[config.mk]
export PLATFORM = sky130hd
export DESIGN_NAME = mvt_sat
export DESIGN_NICKNAME = d
export VERILOG_FILES = /design/src/mvt_pkg.sv /design/src/mvt_sat.sv
export SDC_FILE = /design/constraint.sdc
export NUM_CORES = 1
export LEC_CHECK = 0
export BUFFER_PORTS_ARGS = -buffer_cell sky130_fd_sc_hd__buf_2
export CAP_MARGIN = 15
export CORE_AREA = 2 2 155 157
export DETAILED_ROUTE_END_ITERATION = 7
export DIE_AREA = 0 0 157 159
export PLACE_DENSITY_LB_ADDON = 0.12
export SLEW_MARGIN = 10
export SYNTH_ARGS = -nofsm -noshare
export SYNTH_HDL_FRONTEND = slang
export SYNTH_SLANG_ARGS = --single-unit
[constraint.sdc]
create_clock -name clk -period 1.3 [get_ports clk]
set_input_delay 0 -clock clk [delete_from_list [all_inputs] [get_ports clk]]
set_output_delay 0 -clock clk [all_outputs]
set_load 0.01 [all_outputs]
[src/mvt_pkg.sv]
// ----------------------------------------------------------------------------
// mvt_pkg
// Shared widths and types for the 4x4 matrix by 4-vector transform core.
// ----------------------------------------------------------------------------
package mvt_pkg;

	localparam int ELEM_W    = 32;            // one matrix element / component
	localparam int REG_W     = 64;            // one configuration register
	localparam int NUM_REGS  = 8;             // two elements per register
	localparam int CFG_IDX_W = 4;             // index port, wider than the file
	localparam int DIM       = 4;
	localparam int PROD_W    = 2 * ELEM_W;    // exact product
	localparam int PAIR_W    = PROD_W + 1;    // sum of two products
	localparam int SUM_W     = PROD_W + 3;    // four products plus rounding

	typedef logic signed [ELEM_W-1:0] elem_t;
	typedef logic [REG_W-1:0] cfg_reg_t;

	// matrix as [column][row], each element a raw two's complement pattern
	typedef logic [DIM-1:0][DIM-1:0][ELEM_W-1:0] mat_t;
	// input vector components [component]
	typedef logic [DIM-1:0][ELEM_W-1:0] vec_t;
	// products as [row][column]
	typedef logic [DIM-1:0][DIM-1:0][PROD_W-1:0] prod_t;
	// pair sums as [row]
	typedef logic [DIM-1:0][PAIR_W-1:0] pair_t;
	// full sums as [row]
	typedef logic [DIM-1:0][SUM_W-1:0] sum_t;

	localparam elem_t ELEM_MAX = {1'b0, {(ELEM_W-1){1'b1}}};
	localparam elem_t ELEM_MIN = {1'b1, {(ELEM_W-1){1'b0}}};

endpackage

[src/mvt_sat.sv]
// ----------------------------------------------------------------------------
// mvt_sat
// Stage 4: arithmetic shift by the fraction width and saturation to the
// signed 32-bit range, into the output register.
// ----------------------------------------------------------------------------
module mvt_sat #(
	parameter int FRAC_BITS = 16
) (
	input  logic          clk,
	input  logic          load,
	input  mvt_pkg::sum_t sum_s3,
	output mvt_pkg::vec_t res_s4,
	output logic          sat_s4
);

	localparam int SH_W = mvt_pkg::SUM_W - FRAC_BITS;

	mvt_pkg::vec_t        res_d;
	logic [mvt_pkg::DIM-1:0] clip;

	for (genvar r = 0; r < mvt_pkg::DIM; r++) begin : g_row
		logic [SH_W-1:0] sh;
		logic            fits;

		assign sh = sum_s3[r][mvt_pkg::SUM_W-1:FRAC_BITS];
		// in range when every bit above the 32-bit sign agrees with it
		assign fits = (&sh[SH_W-1:mvt_pkg::ELEM_W-1]) || !(|sh[SH_W-1:mvt_pkg::ELEM_W-1]);
		assign clip[r] = !fits;
		assign res_d[r] = fits ? sh[mvt_pkg::ELEM_W-1:0]
			: (sh[SH_W-1] ? mvt_pkg::ELEM_MIN : mvt_pkg::ELEM_MAX);
	end

	always_ff @(posedge clk) begin
		if (load) begin
			res_s4 <= res_d;
			sat_s4 <= |clip;
		end
	end

endmodule

-- Word-level counts from Yosys, hierarchy flattened
Index checks and enable logic that the tools add are counted.
- input port bits: 270
- logic and storage cells: 34
- register bits: 129
- reductions and logical operators: 21
- mux-type cells: 8
- operator list (cell ; count):
    32-bit 2-to-1 mux ; 8
    20-bit AND reduction ; 4
    20-bit OR reduction ; 4
    1-bit logical NOT ; 8
    1-bit logical OR ; 4
    4-bit OR reduction ; 1

-- Longest topological paths before layout
- depth after elaboration: 5
- depth in mapped cells: 5

-- Worst setup path before layout
OpenSTA, ideal clock, no wires.
- path type: input to register
- start: input port sum_s3[248] (netlist bit)
- end: register sat_s4 (data pin)
- path slack: -168 ps
- cell stages on the path: 4
- required time: 1028 ps
- arrival: 1196 ps
- setup time: 272 ps
- path buffers: 0
- path through: nand4_1 > or3_4 > o22a_4 > or4_4
- cells in the longest elaborated chain, start to end: 5
- elaborated cells between the ends (all ways): 6
- those cells by class: reduce/logical: 6
- RTL lines (what ; RTL line ; text):
    from (decl) ; mvt_sat.sv:11 ; input mvt_pkg::sum_t sum_s3,
    20-bit OR reduction ; mvt_sat.sv:27 ; assign fits = (&sh[SH_W-1:mvt_pkg::ELEM_W-1]) || !(|sh[SH_W-1:mvt_pkg::ELEM_W-1]);
    1-bit logical NOT ; mvt_sat.sv:27 ;
    1-bit logical OR * ; mvt_sat.sv:27 ;
    1-bit logical NOT * ; mvt_sat.sv:28 ; assign clip[r] = !fits;
    4-bit OR reduction * ; mvt_sat.sv:36 ; sat_s4 <= |clip;
    to (signal assigned) ; mvt_sat.sv:36 ;
    to (decl) ; mvt_sat.sv:13 ; output logic sat_s4
Mark *: on every way between the ends. The rest lies on a longest branch, timed or not.
A chain may end at the register's enable or synchronous reset.

-- Final worst setup path
- start: input port sum_s3[256] (netlist bit)
- end: register sat_s4 (data pin)
Same word-level chain as after synthesis.

==> flow_metrics.env <==
export IMPL_max_vdd_ir_drop_mv=0.7145
export IMPL_avgSynthCellArea_um2=11.63
export IMPL_relSlewSlack_pct=79.85
export IMPL_cts_tree="yes"
export IMPL_place_gp_congestion=0.7376
export IMPL_yosysSeqAreaShare_pct=70.30
export IMPL_clkSlewWorstSetupHoldPaths_ps=60
export IMPL_synth_top_family_by_area="compound AO/OA/AOI/OAI gates"
export IMPL_start_util_pct=23.76
export IMPL_total_power_w=0.01147
export IMPL_synth_cells=474
export IMPL_antenna_found_initial=1
export IMPL_grt_max_degree=32
export IMPL_fin_nets=1232
export IMPL_worstHoldPathType="primary input to flip-flop"
export IMPL_area_delta_synth_final_pct=76.79
export IMPL_grt_pass1_wl_mm=28.33
export IMPL_drc=0
export IMPL_critPathKind="primary input to flip-flop"
export IMPL_dieArea_um2=24960
export IMPL_outcome="completed"
export IMPL_synth_area_um2=5510
export IMPL_place_ws_ps=-396.4
export IMPL_fmax_mhz=812.9
export IMPL_setup_viol=0
export IMPL_synth_xor_area_share_pct=0
export IMPL_synth_seq_cells=129
export IMPL_cts_inserted_buffers=17
export IMPL_ant_nets=0
export IMPL_core_rowCount=56
export IMPL_setup_ws_ps=69.87
export IMPL_finalCritPeriodShare_pct=94.63
export IMPL_finalWirelength_mm=18.62
export IMPL_p_leak_nw=4.463
export IMPL_htree_levels=4
export IMPL_syn_nets=744
export IMPL_critPathLaunchType="primary input"
export IMPL_cp_required_ps=1450
export IMPL_port_buffers=334
export IMPL_synth_fa_ha_area_share_pct=0
export IMPL_dp_hpwl_mm=13.00
export IMPL_fin_crit_ps=1230
export IMPL_drt_iter0_markers=215
export IMPL_rsz0062_at_grt="false"
export IMPL_final_hold_viol_count=0
export IMPL_arrival_ps=1380
export IMPL_avgRoutedWirePerCell_um=14.39
export IMPL_min_delay_start="sum_s3[183]"
export IMPL_clockBufferDepth=2
export IMPL_drv_cap=0
export IMPL_root_buffer="clkbuf_16"
export IMPL_die_h_um=159
export IMPL_post_cts_buffers=0
export IMPL_dr_pass1_iters=4
export IMPL_cp_max_fo=2
export IMPL_grt_use_total_pct=14.75
export IMPL_diodes=0
export IMPL_n_fill_cell=2243
export IMPL_holdPathStages=5
export IMPL_drive_above_1_share_pct=42.05
export IMPL_yosysWarnings=0
export IMPL_core_area_um2=23190
export IMPL_cp_end_kind="flip-flop"
export IMPL_slew_viol_final=0
export IMPL_powerDensity_nw_per_um2=1177
export IMPL_hold_ws_ps=190.1
export IMPL_grt_ovfl_total=0
export IMPL_yosys_area_share_simple_pct=6.381
export IMPL_startpoint="sum_s3[256]"
export IMPL_ys_types=15
export IMPL_synth_area_mux_share_pct=0
export IMPL_viasPerCell=4.104
export IMPL_grt_pass1_vias=5429
export IMPL_ioPinCount=399
export IMPL_die_w_um=157
export IMPL_synth_compound_area_share_pct=12.69
export IMPL_tightest_slew_ps=302.2
export IMPL_cts_sinks=129
export IMPL_vias=5310
## layout by cell type, fill, tap and decap left out
master	n
nand3_1	4
buf_12	7
o22a_4	1
clkinvlp_4	1
inv_1	128
clkinv_2	4
o22a_1	3
inv_6	1
clkbuf_1	1
or2_2	4
bufinv_16	3
nor4_1	19
or3_1	3
buf_4	27
edfxtp_1	129
or3_4	1
o21ai_0	124
o221ai_2	4
clkbuf_16	17
nor4_2	1
buf_6	1
dlygate4sd3_1	129
or4_4	1
nand4_1	20
buf_2	333
nand2_1	4
clkinv_4	4
clkinv_1	1
## synth_stat cells
master	n	area (um^2)
clkbuf_1	28	105.1
edfxtp_1	129	3874
inv_1	128	480.5
nand2_1	4	15.01
nand3_1	4	20.02
nand4_1	20	125.1
nor4_1	20	125.1
o21ai_0	124	620.6
o221ai_1	4	35.03
o22a_1	3	26.28
o22a_4	1	17.52
or2_2	4	25.02
or3_1	3	18.77
or3_4	1	11.26
or4_4	1	11.26
## sequential cells by signal, summed over array words and instances, names as in the netlist
register,flops
sat_s4,1
res_s4,128
## final timing paths
check	to	slack (ps)
worst max-delay path	sat_s4	70
worst min-delay path	sat_s4	190
## cells by family (layout without fill, tap and decap cells)
group / count (synthesis) / count (layout)
buffers and inverters: 156 / 657
AOI/OAI and AO/OA: 132 / 132
DFF: 129 / 129
and+or+nand+nor: 57 / 57
## layer usage
layer	GRT usage, %	up-vias	wire length [um]
met5	0	-	13
met4	3.962	2	226
met3	5.171	17	1520
met2	25.64	210	9159
met1	17.15	2454	7699
li1	-	2627	-
## repair_timing
action	4_1_cts	5_1_grt
resized for setup	0	1
hold buffers	129	0
endpoints found under the setup margin	0	22
endpoints found under the hold margin	143	0
## cell type report
| cell class | count | area [um^2] | share of cell area [%] |
|---|---|---|---|
| Timing Repair Buffer | 497 | 3312 | 34.00 |
| Multi-Input combinational cell | 189 | 1082 | 11.11 |
| Sequential cell | 129 | 3874 | 39.76 |
| Clock buffer | 18 | 429.2 | 4.405 |
| Inverter | 128 | 480.5 | 4.932 |
| Tap cell | 319 | 399.1 | 4.097 |
| Clock inverter | 14 | 165.2 | 1.695 |
## per-stage QoR
step	util, %	setup TNS [ps]	area [um^2]	cells
floorplan	-	-143.7	5525	474
global placement	33.85	-26800	7850	1133
detailed placement	33.85	-28070	7850	1133
CTS	41.98	0	9736	1294
global route	42.00	0	9742	1294
finish	42.00	0	9742	1294
## critical path: stages
cell and delay, ps:
buf_2 100, nor4_1 290, nand3_1 180, o22a_4 290
or4_4 520
## power breakdown
| part | total (W) | switching [W] | leakage [nW] | internal, W |
|---|---|---|---|---|
| sequential | 0.00501 | 0.0000739 | 1.26 | 0.00494 |
| clock | 0.00488 | 0.00187 | 0.291 | 0.00301 |
| combinational | 0.00157 | 0.000751 | 2.91 | 0.000824 |
Power figures use the tool's default switching activity.
