===== src/mvt_pkg.sv =====
// ----------------------------------------------------------------------------
// mvt_pkg
// Shared widths and types for the 4x4 matrix by 4-vector transform core.
// ----------------------------------------------------------------------------
package mvt_pkg;

	localparam int ELEM_W    = 32;            // one matrix element / component
	localparam int REG_W     = 64;            // one configuration register
	localparam int NUM_REGS  = 8;             // two elements per register
	localparam int CFG_IDX_W = 4;             // index port, wider than the file
	localparam int DIM       = 4;
	localparam int PROD_W    = 2 * ELEM_W;    // exact product
	localparam int PAIR_W    = PROD_W + 1;    // sum of two products
	localparam int SUM_W     = PROD_W + 3;    // four products plus rounding

	typedef logic signed [ELEM_W-1:0] elem_t;
	typedef logic [REG_W-1:0] cfg_reg_t;

	// matrix as [column][row], each element a raw two's complement pattern
	typedef logic [DIM-1:0][DIM-1:0][ELEM_W-1:0] mat_t;
	// input vector components [component]
	typedef logic [DIM-1:0][ELEM_W-1:0] vec_t;
	// products as [row][column]
	typedef logic [DIM-1:0][DIM-1:0][PROD_W-1:0] prod_t;
	// pair sums as [row]
	typedef logic [DIM-1:0][PAIR_W-1:0] pair_t;
	// full sums as [row]
	typedef logic [DIM-1:0][SUM_W-1:0] sum_t;

	localparam elem_t ELEM_MAX = {1'b0, {(ELEM_W-1){1'b1}}};
	localparam elem_t ELEM_MIN = {1'b1, {(ELEM_W-1){1'b0}}};

endpackage


===== src/mvt_sum.sv =====
// ----------------------------------------------------------------------------
// mvt_sum
// Stages 2 and 3: per-row adder tree over the four products, with the
// half-LSB rounding constant folded into the final add.
// ----------------------------------------------------------------------------
module mvt_sum #(
	parameter int FRAC_BITS = 16
) (
	input  logic           clk,
	input  logic           load_s2,
	input  logic           load_s3,
	input  mvt_pkg::prod_t prod_s1,
	output mvt_pkg::sum_t  sum_s3
);

	localparam logic signed [mvt_pkg::SUM_W-1:0] HALF =
		mvt_pkg::SUM_W'(1) << (FRAC_BITS - 1);

	mvt_pkg::pair_t lo_s2;
	mvt_pkg::pair_t hi_s2;
	mvt_pkg::pair_t lo_d;
	mvt_pkg::pair_t hi_d;
	mvt_pkg::sum_t  sum_d;

	for (genvar r = 0; r < mvt_pkg::DIM; r++) begin : g_row
		// pair sums, sign extended by one bit
		assign lo_d[r] = mvt_pkg::PAIR_W'($signed(prod_s1[r][0]))
			+ mvt_pkg::PAIR_W'($signed(prod_s1[r][1]));
		assign hi_d[r] = mvt_pkg::PAIR_W'($signed(prod_s1[r][2]))
			+ mvt_pkg::PAIR_W'($signed(prod_s1[r][3]));
		// full sum plus rounding constant
		assign sum_d[r] = mvt_pkg::SUM_W'($signed(lo_s2[r]))
			+ mvt_pkg::SUM_W'($signed(hi_s2[r])) + HALF;
	end

	always_ff @(posedge clk) begin
		if (load_s2) begin
			lo_s2 <= lo_d;
			hi_s2 <= hi_d;
		end
	end

	always_ff @(posedge clk) begin
		if (load_s3) begin
			sum_s3 <= sum_d;
		end
	end

endmodule


===== config.mk =====
export PLATFORM = sky130hd
export DESIGN_NAME = mvt_sum
export DESIGN_NICKNAME = d
export VERILOG_FILES = /design/src/mvt_pkg.sv /design/src/mvt_sum.sv
export SDC_FILE = /design/constraint.sdc
export NUM_CORES = 2
export LEC_CHECK = 0
export BUFFER_PORTS_ARGS = -buffer_cell sky130_fd_sc_hd__buf_2
export CAP_MARGIN = 30
export CORE_AREA = 2 2 508 510
export CTS_BUF_LIST = sky130_fd_sc_hd__clkbuf_8
export DETAILED_ROUTE_END_ITERATION = 8
export DIE_AREA = 0 0 510 512
export GPL_TIMING_DRIVEN = 1
export PLACE_DENSITY = 0.43
export SLEW_MARGIN = 5
export SYNTH_ARGS = -nofsm -noshare
export SYNTH_HDL_FRONTEND = slang
export SYNTH_SLANG_ARGS = --single-unit

===== constraint.sdc =====
create_clock -name clk -period 7.2 [get_ports clk]
set_clock_uncertainty 0.1 [all_clocks]
set_input_delay 0.36 -clock clk [delete_from_list [all_inputs] [get_ports clk]]
set_output_delay 0.36 -clock clk [all_outputs]
set_load 0.05 [all_outputs]

; After elaboration in Yosys (flattened, before gate mapping)
; Cells that the tools add are included.
[totals]
ff_bits = 788
latchBits = 0
ram_bits = 0
romBits = 0
input_bits = 1027
out_inout_bits = 268
elab_cells = 28
n_memories = 0
[op_classes]
n_addsub = 16
mul = 0
div = 0
order_cmp = 0
n_eq_ne = 0
shift = 0
n_mux = 0
bitwise_logic = 0
reduce_logical = 0
[op_table]
columns = operator, count
row1 = $add A64 B64 Y65, 8
row2 = $add A66 B17 Y67 const B, 4
row3 = $add A65 B65 Y66, 4

; Longest topological paths before layout
[logic_depth]
word_depth = 2
mapped_depth = 16
ltp_nobuf = 15

; Least setup slack after synthesis
; OpenSTA, ideal clock, no wires.
[synth_path]
path_kind = flip-flop to flip-flop
from = register lo_s2[131] in the netlist's numbering
to = register sum_s3[189] in the netlist's numbering (data pin)
setup_time_ps = 259
arrival_ps = 3553
required_time_ps = 6841
slack_ps = 3288
stages_incl_launch_ff = 16
path_buffers = 0
synth_period_minus_slack_ps = 3912
cell_sequence = edfxtp_1 -> ha_1 -> ha_1 -> inv_1 -> fa_1 -> nand2b_1 -> a211oi_1 -> o21ai_0 -> a31oi_1 -> a21oi_1 -> o31ai_1 -> a21boi_1 -> o21ai_0 -> a21oi_1 -> o21ba_2 -> xnor2_1
[synth_lines]
columns = item, line_no
row1 = from (decl), mvt_sum.sv:19  ; mvt_pkg::pair_t lo_s2;
row2 = from (signal assigned), mvt_sum.sv:38  ; lo_s2 <= lo_d;
row3 = to (signal assigned), mvt_sum.sv:45  ; sum_s3 <= sum_d;
row4 = to (decl), mvt_sum.sv:13  ; output mvt_pkg::sum_t sum_s3

==> flow_summary.toml <==
[cts]
ctsHoldBuffers = 1132
cts_buffers = 161
cts.clk_slew.worst_paths_ns = 0.06
clock-sinks = 788
ctsResizeCount = 0
h-tree-depth = 4
clock_path_buffers = 3
cts_tree = "built"
cts_setup_buffers = 0
root_buffer = "clkbuf_8"
worstSkewPairLatency_ns = 0.91

[min_path]
worstHoldPathType = "input port to register"
hold_end = "lo_s2[214]$_DFFE_PP_"
min_path_cells = 3
hp-start = "prod_s1[787]"

[setup_path]
start_kind = "register"
reg2reg_depth = 15
crit_family = "compound AO/OA/AOI/OAI gates"
cp-end-kind = "register"
cp_cell_sequence = "ha_1 > ha_1 > inv_1 > fa_1 > nand2b_1 > a211oi_1 > o21ai_0 > a31oi_1 > a21oi_1 > o31ai_1 > a21boi_1 > o21ai_0 > a21oi_1 > o21ai_0 > xor2_1"
critical_path_buf_inv_count = 1
r2r_setup_slack_ns = 1.95
critical_path_class = "register to register"
crit_top_cell = "o21ai_0"
slowest_delay_ns = 0.74
timing.rr.end = "sum_s3[193]$_DFFE_PP_"
worstPathRequired_ns = 7.76
crit_slowest_cell = "o31ai_1"
critPathArrivalTime_ns = 5.81
cp_max_fo = 4
rr_startpoint = "lo_s2[131]$_DFFE_PP_"

[run_status]
outcome = "completed"

[finish]
final_cell_mix = "buf_2 (1,292), dlygate4sd3_1 (1,132), ha_1 (1,032)"
syn_to_final_growth_pct = 34.7
multi_input_area_mm2 = 0.0449
register_area_mm2 = 0.0237
layout.nets = 11900
drive_above_1_share_pct = 16.2
final_cells = 13300
nFillCells = 26300
final_common_cell = "buf_2"
fin_area_mm2 = 0.0949

[sta]
fmax_mhz = 191
rsz0062_at_grt = "false"
fin_crit_ns = 5.25
worst_pin_slew_ns = 1.04
hold_viol = 0
slew_violations = 0
relSlewSlack_pct = 29.9
fin_crit_sh_pct = 72.9
whs_ns = 0.127
setup_violations = 0
tns_ns = 0
worst_slack_ns = 1.95

[power_and_ir_drop]
seq_power_share_pct = 27.9
clkPwrFrac_pct = 17.0
p_sw_share_pct = 47.2
worst_ir_drop_vdd_v = 0.000206
power_density_mw_per_mm2 = 295
p_sw_mw = 13.2
combPwrFrac_pct = 55.0
p_int_mw = 14.8
leakage_nw = 41.8

[route]
drtAntennaViolNets = 0
vias = 69000
wire_per_inst_um = 24.2
drc = 0
firstDrtPassIters = 7
routed_wirelength_mm = 322
vias_per_cell = 5.18
drt_iter0_markers = 4954

[synth]
synth_cells = 7463
seq_area_frac_synth_pct = 33.6
synth_edf_count = 788
synth_seq_cells = 788
syn-num-nets = 9534
synth_warnings = 0
syn-mean-instance-area_um2 = 9.44
netlist-cell-type-count = 95
synth_ff_type = "edfxtp_1"
synth-async-reset-ratio_pct = 0
syn_area_mm2 = 0.0704

[grt]
overflow = 0
grt_pass1_vias = 70600
grt_antenna_before_repair = 82
grt_pass1_wl_mm = 463
globalRouteTotalUtil_pct = 23.8
grt_start_max_net_pins = 131

[placement]
hpwl_mm = 267
place_congestion = 1.03
io_buffers = 1294
placed_cell_area_mm2 = 0.0803
post-place-ws_ns = 1.85
placed_cells_incl_taps = 11900

[die]
std_cell_rows = 186
coreArea_mm2 = 0.256
die_h_um = 512
dieArea_mm2 = 0.261
initial_core_util_pct = 27.5
die_w_um = 510
ioPinCount = 1295

[job]
max-cap-violations = 0
==> cell usage after synthesis, types with 10 or more instances <==
cell type / number / share of area, %
a211oi_1: 84 / 0.90
nand2b_1: 84 / 0.75
o21a_1: 91 / 0.97
o31ai_1: 46 / 0.49
o211ai_1: 50 / 0.53
a221oi_1: 18 / 0.22
o2111ai_1: 12 / 0.15
nand2_1: 549 / 2.9
nor3_1: 102 / 0.72
or4_1: 13 / 0.14
and2_1: 35 / 0.31
o21ai_1: 23 / 0.16
xor2_1: 290 / 3.6
clkbuf_1: 273 / 1.5
a31oi_1: 101 / 0.90
nand4_1: 220 / 2.0
edfxtp_1: 788 / 34
o21bai_1: 135 / 1.4
a21o_1: 461 / 4.9
nor2_1: 413 / 2.2
inv_1: 221 / 1.2
o41ai_1: 14 / 0.17
a21boi_0: 25 / 0.27
o21ai_0: 440 / 3.1
a2111oi_0: 11 / 0.14
o31a_1: 15 / 0.19
a221o_1: 21 / 0.30
nor4_1: 26 / 0.23
a41oi_1: 16 / 0.20
xnor2_1: 442 / 5.5
or3_1: 21 / 0.19
nand3_1: 126 / 0.90
a21oi_1: 858 / 6.1
a211o_1: 17 / 0.21
a41o_1: 10 / 0.14
o22ai_1: 11 / 0.098
nor2b_1: 96 / 0.85
and3_1: 50 / 0.44
or2_2: 21 / 0.19
a31o_2: 10 / 0.12
and4_1: 18 / 0.22
ha_1: 1032 / 18
fa_1: 12 / 0.34
==> layout make-up <==
cell class | count | area share [%]
multi-input cells | 6168 | 47.3
well taps | 3384 | 4.46
clock inverters | 129 | 1.01
inverters | 221 | 0.875
repair buffers | 2447 | 19.0
clock buffers | 161 | 2.34
flip-flops and latches | 788 | 24.9
diodes | 28 | 0.0739
==> layer usage <==
metal,up-vias,global-route usage [%],wire [µm]
met2,2361,39.1,147000
li1,32900,-,-
met3,588,4.97,20500
met5,-,0,540
met1,33000,28.9,135000
met4,82,12.7,18900
==> power by group through the flow <==
stage / sequential (mW) / clock [mW] / combinational [mW]
2_1_floorplan: 9.92 / 0 / 7.19
3_3_place_gp: 7.94 / 0 / 14.3
3_5_place_dp: 7.93 / 0 / 14.3
4_1_cts: 7.86 / 4.98 / 15.3
5_1_grt: 7.90 / 5.17 / 16.6
6_report: 7.81 / 4.77 / 15.4
==> worst min-delay path: stages <==
cell     delay [ns]
buf_2          0.12
ha_1           0.27
xnor2_1        0.21
==> state kept, by name (all words and copies together), names as in the netlist <==
register / flops
sum_s3: 268
hi_s2: 260
lo_s2: 260
==> worst max path at each step <==
stage	startpoint	end	cells after the start
6_report	lo_s2[131]$_DFFE_PP_	sum_s3[193]$_DFFE_PP_	15
5_1_grt	lo_s2[131]$_DFFE_PP_	sum_s3[193]$_DFFE_PP_	15
4_1_cts	lo_s2[131]$_DFFE_PP_	sum_s3[193]$_DFFE_PP_	15
3_5_place_dp	lo_s2[131]$_DFFE_PP_	sum_s3[193]$_DFFE_PP_	15
3_3_place_gp	lo_s2[131]$_DFFE_PP_	sum_s3[193]$_DFFE_PP_	15
2_1_floorplan	lo_s2[131]$_DFFE_PP_	sum_s3[189]$_DFFE_PP_	15
==> per-stage QoR <==
step	total power [mW]	util [%]
floorplan	17.1	-
global placement	22.3	31.4
detailed placement	22.2	31.4
CTS	28.2	37.1
global route	29.6	37.1
finish	27.9	37.1
==> cell families after synthesis <==
kind of cell / Yosys count / share of synthesized area (%)
compound gates: 2587 / 23.5
xor+xnor: 732 / 9.10
fa+ha+maj: 1044 / 18.7
buf+inv: 507 / 2.72
flops: 788 / 33.6
simple gates: 1805 / 12.4
No activity file was read; power rests on OpenSTA's default activity.
