File: config.mk
export PLATFORM = sky130hd
export DESIGN_NAME = mvt_cfg_flat
export DESIGN_NICKNAME = d
export VERILOG_FILES = /design/src/mvt_pkg.sv /design/src/mvt_if.sv /design/src/mvt_cfg.sv /design/src/flat_wrapper.sv
export SDC_FILE = /design/constraint.sdc
export NUM_CORES = 1
export LEC_CHECK = 0
export BUFFER_PORTS_ARGS = -buffer_cell sky130_fd_sc_hd__buf_2
export CAP_MARGIN = 20
export CORE_AREA = 10 10 216 218
export CTS_BUF_LIST = sky130_fd_sc_hd__clkbuf_8
export CTS_CLUSTER_SIZE = 30
export DETAILED_ROUTE_END_ITERATION = 10
export DIE_AREA = 0 0 226 228
export GPL_TIMING_DRIVEN = 0
export PLACE_DENSITY_LB_ADDON = 0.25
export SLEW_MARGIN = 20
export SYNTH_ARGS = -nofsm -noshare
export SYNTH_HDL_FRONTEND = slang
export SYNTH_SLANG_ARGS = --single-unit
File: constraint.sdc
create_clock -name clk -period 0.8 [get_ports clk]
set_input_delay 0.12 -clock clk [delete_from_list [all_inputs] [get_ports clk]]
set_output_delay 0.12 -clock clk [all_outputs]
set_load 0.01 [all_outputs]
File: src/mvt_pkg.sv
// ----------------------------------------------------------------------------
// mvt_pkg
// Shared widths and types for the 4x4 matrix by 4-vector transform core.
// ----------------------------------------------------------------------------
package mvt_pkg;

	localparam int ELEM_W    = 32;            // one matrix element / component
	localparam int REG_W     = 64;            // one configuration register
	localparam int NUM_REGS  = 8;             // two elements per register
	localparam int CFG_IDX_W = 4;             // index port, wider than the file
	localparam int DIM       = 4;
	localparam int PROD_W    = 2 * ELEM_W;    // exact product
	localparam int PAIR_W    = PROD_W + 1;    // sum of two products
	localparam int SUM_W     = PROD_W + 3;    // four products plus rounding

	typedef logic signed [ELEM_W-1:0] elem_t;
	typedef logic [REG_W-1:0] cfg_reg_t;

	// matrix as [column][row], each element a raw two's complement pattern
	typedef logic [DIM-1:0][DIM-1:0][ELEM_W-1:0] mat_t;
	// input vector components [component]
	typedef logic [DIM-1:0][ELEM_W-1:0] vec_t;
	// products as [row][column]
	typedef logic [DIM-1:0][DIM-1:0][PROD_W-1:0] prod_t;
	// pair sums as [row]
	typedef logic [DIM-1:0][PAIR_W-1:0] pair_t;
	// full sums as [row]
	typedef logic [DIM-1:0][SUM_W-1:0] sum_t;

	localparam elem_t ELEM_MAX = {1'b0, {(ELEM_W-1){1'b1}}};
	localparam elem_t ELEM_MIN = {1'b1, {(ELEM_W-1){1'b0}}};

endpackage

File: src/mvt_if.sv


interface mvt_cfg_if;
	logic                             valid;
	logic                             ready;
	logic [mvt_pkg::CFG_IDX_W-1:0]    index;
	mvt_pkg::cfg_reg_t                data;

	modport source (output valid, output index, output data, input ready);
	modport sink (input valid, input index, input data, output ready);
endinterface

File: src/mvt_cfg.sv
// ----------------------------------------------------------------------------
// mvt_cfg
// Matrix register file: eight 64-bit registers, two elements each, reset
// to the identity matrix.
// ----------------------------------------------------------------------------
module mvt_cfg #(
	parameter int FRAC_BITS = 16
) (
	input  logic           clk,
	input  logic           arst_n,
	mvt_cfg_if.sink        cfg,
	output mvt_pkg::mat_t  mat
);

	localparam logic [mvt_pkg::ELEM_W-1:0] ONE = mvt_pkg::ELEM_W'(1) << FRAC_BITS;
	localparam logic [mvt_pkg::ELEM_W-1:0] ZERO = '0;

	mvt_pkg::cfg_reg_t regs_q [mvt_pkg::NUM_REGS];

	assign cfg.ready = 1'b1;

	// register writes; out-of-range indexes are dropped
	always_ff @(posedge clk or negedge arst_n) begin
		if (!arst_n) begin
			regs_q[0] <= {ZERO, ONE};
			regs_q[1] <= '0;
			regs_q[2] <= {ONE, ZERO};
			regs_q[3] <= '0;
			regs_q[4] <= '0;
			regs_q[5] <= {ZERO, ONE};
			regs_q[6] <= '0;
			regs_q[7] <= {ONE, ZERO};
		end else if (cfg.valid && cfg.ready &&
				cfg.index < mvt_pkg::CFG_IDX_W'(mvt_pkg::NUM_REGS)) begin
			regs_q[cfg.index[$clog2(mvt_pkg::NUM_REGS)-1:0]] <= cfg.data;
		end
	end

	// unpack to [column][row]
	for (genvar c = 0; c < mvt_pkg::DIM; c++) begin : g_col
		for (genvar r = 0; r < mvt_pkg::DIM; r++) begin : g_row
			assign mat[c][r] = regs_q[2*c + r/2][(r%2)*mvt_pkg::ELEM_W +: mvt_pkg::ELEM_W];
		end
	end

endmodule

File: src/flat_wrapper.sv
// flat-port wrapper written by rule: the top's interface ports become plain ports
module mvt_cfg_flat 
#(
	parameter int FRAC_BITS = 16
)
  (clk, arst_n, mat, cfg_valid, cfg_index, cfg_data, cfg_ready);
  mvt_cfg_if cfg_i ();
  input  logic clk;
  input  logic arst_n;
  output mvt_pkg::mat_t mat;
  input wire logic [$bits(cfg_i.valid)-1:0] cfg_valid;
  input wire logic [$bits(cfg_i.index)-1:0] cfg_index;
  input wire logic [$bits(cfg_i.data)-1:0] cfg_data;
  output wire logic [$bits(cfg_i.ready)-1:0] cfg_ready;
  assign cfg_i.valid = cfg_valid;
  assign cfg_i.index = cfg_index;
  assign cfg_i.data = cfg_data;
  assign cfg_ready = cfg_i.ready;
  mvt_cfg #(.FRAC_BITS(FRAC_BITS)) u_core (.clk(clk), .arst_n(arst_n), .cfg(cfg_i), .mat(mat));
endmodule
# Word level (Yosys, flattened, before mapping)
# Cells that the tools add are included.
dict set report op_classes {
  reduce_logical 2
  n_lt_le_gt_ge 3
  bitwise 1
  n_mux 3
}
# cell count
set ops {}
lappend ops {{bitwise mux 512 bit} 1}
lappend ops {{demux 64 bit (select 3 bit)} 1}
lappend ops {{two-way mux 64 bit} 1}
lappend ops {{greater-or-equal comparator 4 bit (second input constant)} 1}
lappend ops {{< comparator 4 x 1 -> 1 bit (second input constant)} 1}
lappend ops {{< comparator 4 bit (second input constant)} 1}
lappend ops {{NOT 3 -> 4 bit} 1}
lappend ops {{logical AND 1 bit} 2}
dict set report word_totals {
  out_inout_bits 513
  elab_cells 17
  regBits 512
  inputBits 71
}

# Longest topological paths before layout
dict set report logic_depth {
  ltp_word 6
  mapped_depth 5
  depth_no_buf 3
}

# Worst setup path after synthesis
# Ideal clock, no wire load.
dict set report synth_timing {
  kind {input to register}
  from {input port cfg_index[0]}
  to {register u_core.regs_q, in the netlist u_core.mat[384]}
  arrival_time_ps 1160
  slack_ps -485
  setup_time_ps 125
  stages 5
  t_required_ps 675
  path_buffers 2
  path_cell_list {nor3b_4 and3_1 buf_6 buf_12 mux2_4}
}
dict set report synth_between {
  elab_chain_len 6
  word_cells_on_any_way 9
}
# element line_no
set synth_rtl {}
lappend synth_rtl {{start: declaration} flat_wrapper.sv:12} ;# input wire logic [$bits(cfg_i.index)-1:0] cfg_index;
lappend synth_rtl {{NOT 3 -> 4 bit (not written as such)} mvt_cfg.sv:35} ;# regs_q[cfg.index[$clog2(mvt_pkg::NUM_REGS)-1:0]] <= cfg.data;
lappend synth_rtl {{greater-or-equal comparator 4 bit (not written as such) / < comparator 4 x 1 -> 1 bit (equally long branches)} mvt_cfg.sv:35}
lappend synth_rtl {{logical AND 1 bit (not written as such)} mvt_cfg.sv:35}
lappend synth_rtl {{two-way mux 64 bit (not written as such)} mvt_cfg.sv:35}
lappend synth_rtl {{demux 64 bit (select 3 bit)} mvt_cfg.sv:35}
lappend synth_rtl {{bitwise mux 512 bit} mvt_cfg.sv:35}
lappend synth_rtl {{end signal: indexed assignment} mvt_cfg.sv:35}
lappend synth_rtl {{end: declaration} mvt_cfg.sv:18} ;# mvt_pkg::cfg_reg_t regs_q [mvt_pkg::NUM_REGS];
# Several ways; a longest one is shown, not always the timed one.
# A chain may end at the register's enable or synchronous reset.

# Worst setup path in the final report
dict set report layout_timing {
  from {register u_core.regs_q, in the netlist u_core.mat[16]}
  to {output port mat[16] (netlist name)}
}
# element line_no
set layout_lines {}
lappend layout_lines {{end: declaration} flat_wrapper.sv:10} ;# output mvt_pkg::mat_t mat;
# No word-level cell between the ends.

==> flow_summary.toml <==
[logic_synthesis]
yosys-top-cells-count = "dfrtp_1 (508), mux2_2 (327), mux2_4 (180), buf_6 (28), buf_12 (18)"
netlist_area_mm2 = 0.0201
yosysSeqAreaShare_pct = 63.7
syn_inst = 1092
synth_ff_type = "dfrtp_1"
yosys.area.top_type = "dfrtp_1"
yosys_warnings = 0
yosys.cell_count.top_type = "dfrtp_1"
ys_ff_latch = 512
synth.distinct_cells = 20
syn_nets = 1163
ys_async_sr_fraction_pct = 100
synth_top_area_share_pct = 63.2
synthTopCellsByArea = "dfrtp_1 (63%), mux2_2 (18%), mux2_4 (13%), buf_12 (1.8%), buf_6 (1.6%)"
syn_avg_cell_area_um2 = 18.4
synth_edf_count = 0

[finish]
fin_area_mm2 = 0.0343
drive_gt1_share_pct = 73.2
synthToLayoutAreaGrowth_pct = 70.4
instances_no_fill = 2816
largest_reg_flops = 512
nNetsFinal = 2278
seq_area_mm2 = 0.0128
multi_input_area_mm2 = 0.00745
nFillCells = 1937

[worst_setup_path]
crit_type = "flip-flop to output port"
crit_arrival_ns = 1.34
crit_path_end = "mat[16]"
end_kind = "output port"
cp_top_family = "flip-flops"
r2r_slack_ns = -0.34
crit_fanout = 2
crit_path_cell_trace = "buf_6"
r2r-start = "u_core.mat[217]"
critical_path_required_ns = 0.68
slowest_stage = "dfstp_2"
r2r-end = "u_core.mat[217]"
rr_worst_depth = 3
startpoint = "u_core.mat[16]"
crit_cells = 1
critPathBufInv = 1
worst_setup_path_start_kind = "flip-flop"
critPathMaxStageDelay_ns = 0.56

[status]
status = "finished, violations left"
violations = "negative hold slack, negative setup slack"

[global_routing]
grt_pass1_vias = 15800
antenna_found_initial = 2
grt_use_total_pct = 28.1
grt_overflow = 0
grt_pass1_wl_um = 108000
grt_max_degree = 101

[power_and_ir_drop]
p_sw_share_pct = 31.2
peakVddDrop_mv = 2.03
p_clk_share_pct = 24.3
p_int_mw = 67.2
power_switching_mw = 30.5
p_seq_share_pct = 38.6
combPwrFrac_pct = 37.1
p_per_area_mw_per_mm2 = 2850
p_leak_nw = 17.4

[placed_design]
placedCellCount = 2225
globalplace.congestion = 0.796
port_buffers = 582
placed_area_mm2 = 0.0247
hpwl_um = 43900

[routing]
first_iter_violations = 1183
route.vias.total = 15100
ant_nets = 0
routed_wl_um = 87800
via_per_inst = 5.36
firstDrtPassIters = 5
drt-wirelength-per-cell_um = 31.2
drc = 0

[sta]
finalHoldViolCount = 241
rsz0062_at_grt = "true"
slew_violations = 0
setup_viol = 979
fin_crit_sh_pct = 182
skew_ns = 0
hold_slack_ns = -0.659
max_freq_mhz = 685
fin_crit_ns = 1.46
layout_setup_ws_ns = -0.659

[floorplan]
ios = 584
start_util_pct = 47.3
rows = 76
die_height_um = 228
die_x_um = 226
fp.coreArea_mm2 = 0.0425
die_area_mm2 = 0.0515

[clocking]
ctsHoldBuffers = 64
cts_buffers = 83
cts_sinks = 512
cts_max_level = 3
clkLatencyLatePin_ns = 0.64
cts_buffer_depth = 3
cts_tree = "done"
cts.clk_slew.worst_paths_ns = 0.07
cts-root-buf = "clkbuf_8"

[worst_hold_path]
min-delay-path-class = "input port to async pin"

[flow_run]
drv.max_cap_violation_count = 0
-- final cells by class --
type / instances / share of cell area, %
clock inverters: 41 / 0.566
flip-flops and latches: 512 / 37.4
plain buffers: 52 / 2.79
well taps: 546 / 1.99
clock buffers: 106 / 4.26
repair buffers: 1033 / 31.2
multi-input cells: 525 / 21.8
diodes: 1 / 0.00731
-- metrics by stage --
step / TNS [ns] / total power [mW] / utilization (%) / setup slack (ns) / hold WS [ns]
final: -321.76 / 97.7 / 80.6 / -0.659 / -0.659
after global routing: -338.09 / 101 / 80.6 / -0.695 / -0.625
after CTS: -301.01 / 88.9 / 74.4 / -0.663 / -0.659
after detailed placement: -603.54 / 57.1 / 58.0 / -1.01 / 0.0917
after global placement: -5724.08 / 56.5 / 57.7 / -10.53 / 0.463
after floorplan: -201.97 / 46.3 / - / -0.484 / -0.176
-- worst min path at each step --
stage               slack [ns]    startpoint         endpoint
finish                   -0.66        arst_n  u_core.mat[159]
global route             -0.63        arst_n   u_core.mat[93]
CTS                      -0.66        arst_n  u_core.mat[293]
detailed placement        0.09        arst_n  u_core.mat[351]
global placement          0.46  cfg_data[47]  u_core.mat[239]
floorplan                -0.18        arst_n    u_core.mat[0]
-- power groups by stage --
stage | logic [mW] | registers (mW) | clock network, mW
after floorplan | 7.97 | 38.3 | 0
after global placement | 21.0 | 35.5 | 0
after detailed placement | 21.4 | 35.7 | 0
after CTS | 29.9 | 36.1 | 22.9
after global routing | 37.6 | 38.1 | 24.9
final | 36.2 | 37.8 | 23.7
-- what timing repair did --
action	in CTS	in global routing
hold endpoints to repair	763	241
gates cloned	20	13
setup endpoints to repair	940	1156
setup buffers	240	199
pin swaps	4	5
resized for setup	530	395
-- layer usage --
layer  vias up  routed length, um  global-route usage, %
li1       6088                  -                      -
met1      7988              32500                   32.5
met2       795              43800                   46.4
met3       215               7510                   10.0
met4         2               3890                   11.6
met5         -                 12                      0
-- cells in the final DEF, fill, tap and decap left out, drive strengths merged --
cell         Yosys  layout
buf             55    1006
mux2           512     512
dfrtp          508     508
clkbuf           0     119
dlygate4sd3      0      64
inv              0      31
clkinv           0       8
dfstp            4       4
nor3b            3       3
nand3b           3       3
bufbuf           0       2
nor2             2       2
nand2            2       2
diode            0       1
and3             1       1
nand2b           1       1
conb             1       1
clkinvlp         0       1
bufinv           0       1
-- kinds of logic after synthesis --
| family | synth area share [%] |
|---|---|
| buffers and inverters | 3.62 |
| flip-flops | 63.7 |
| multiplexers | 32.0 |
| other | 0.0187 |
| AND/OR/NAND/NOR | 0.579 |
Power figures use the tool's default switching activity.
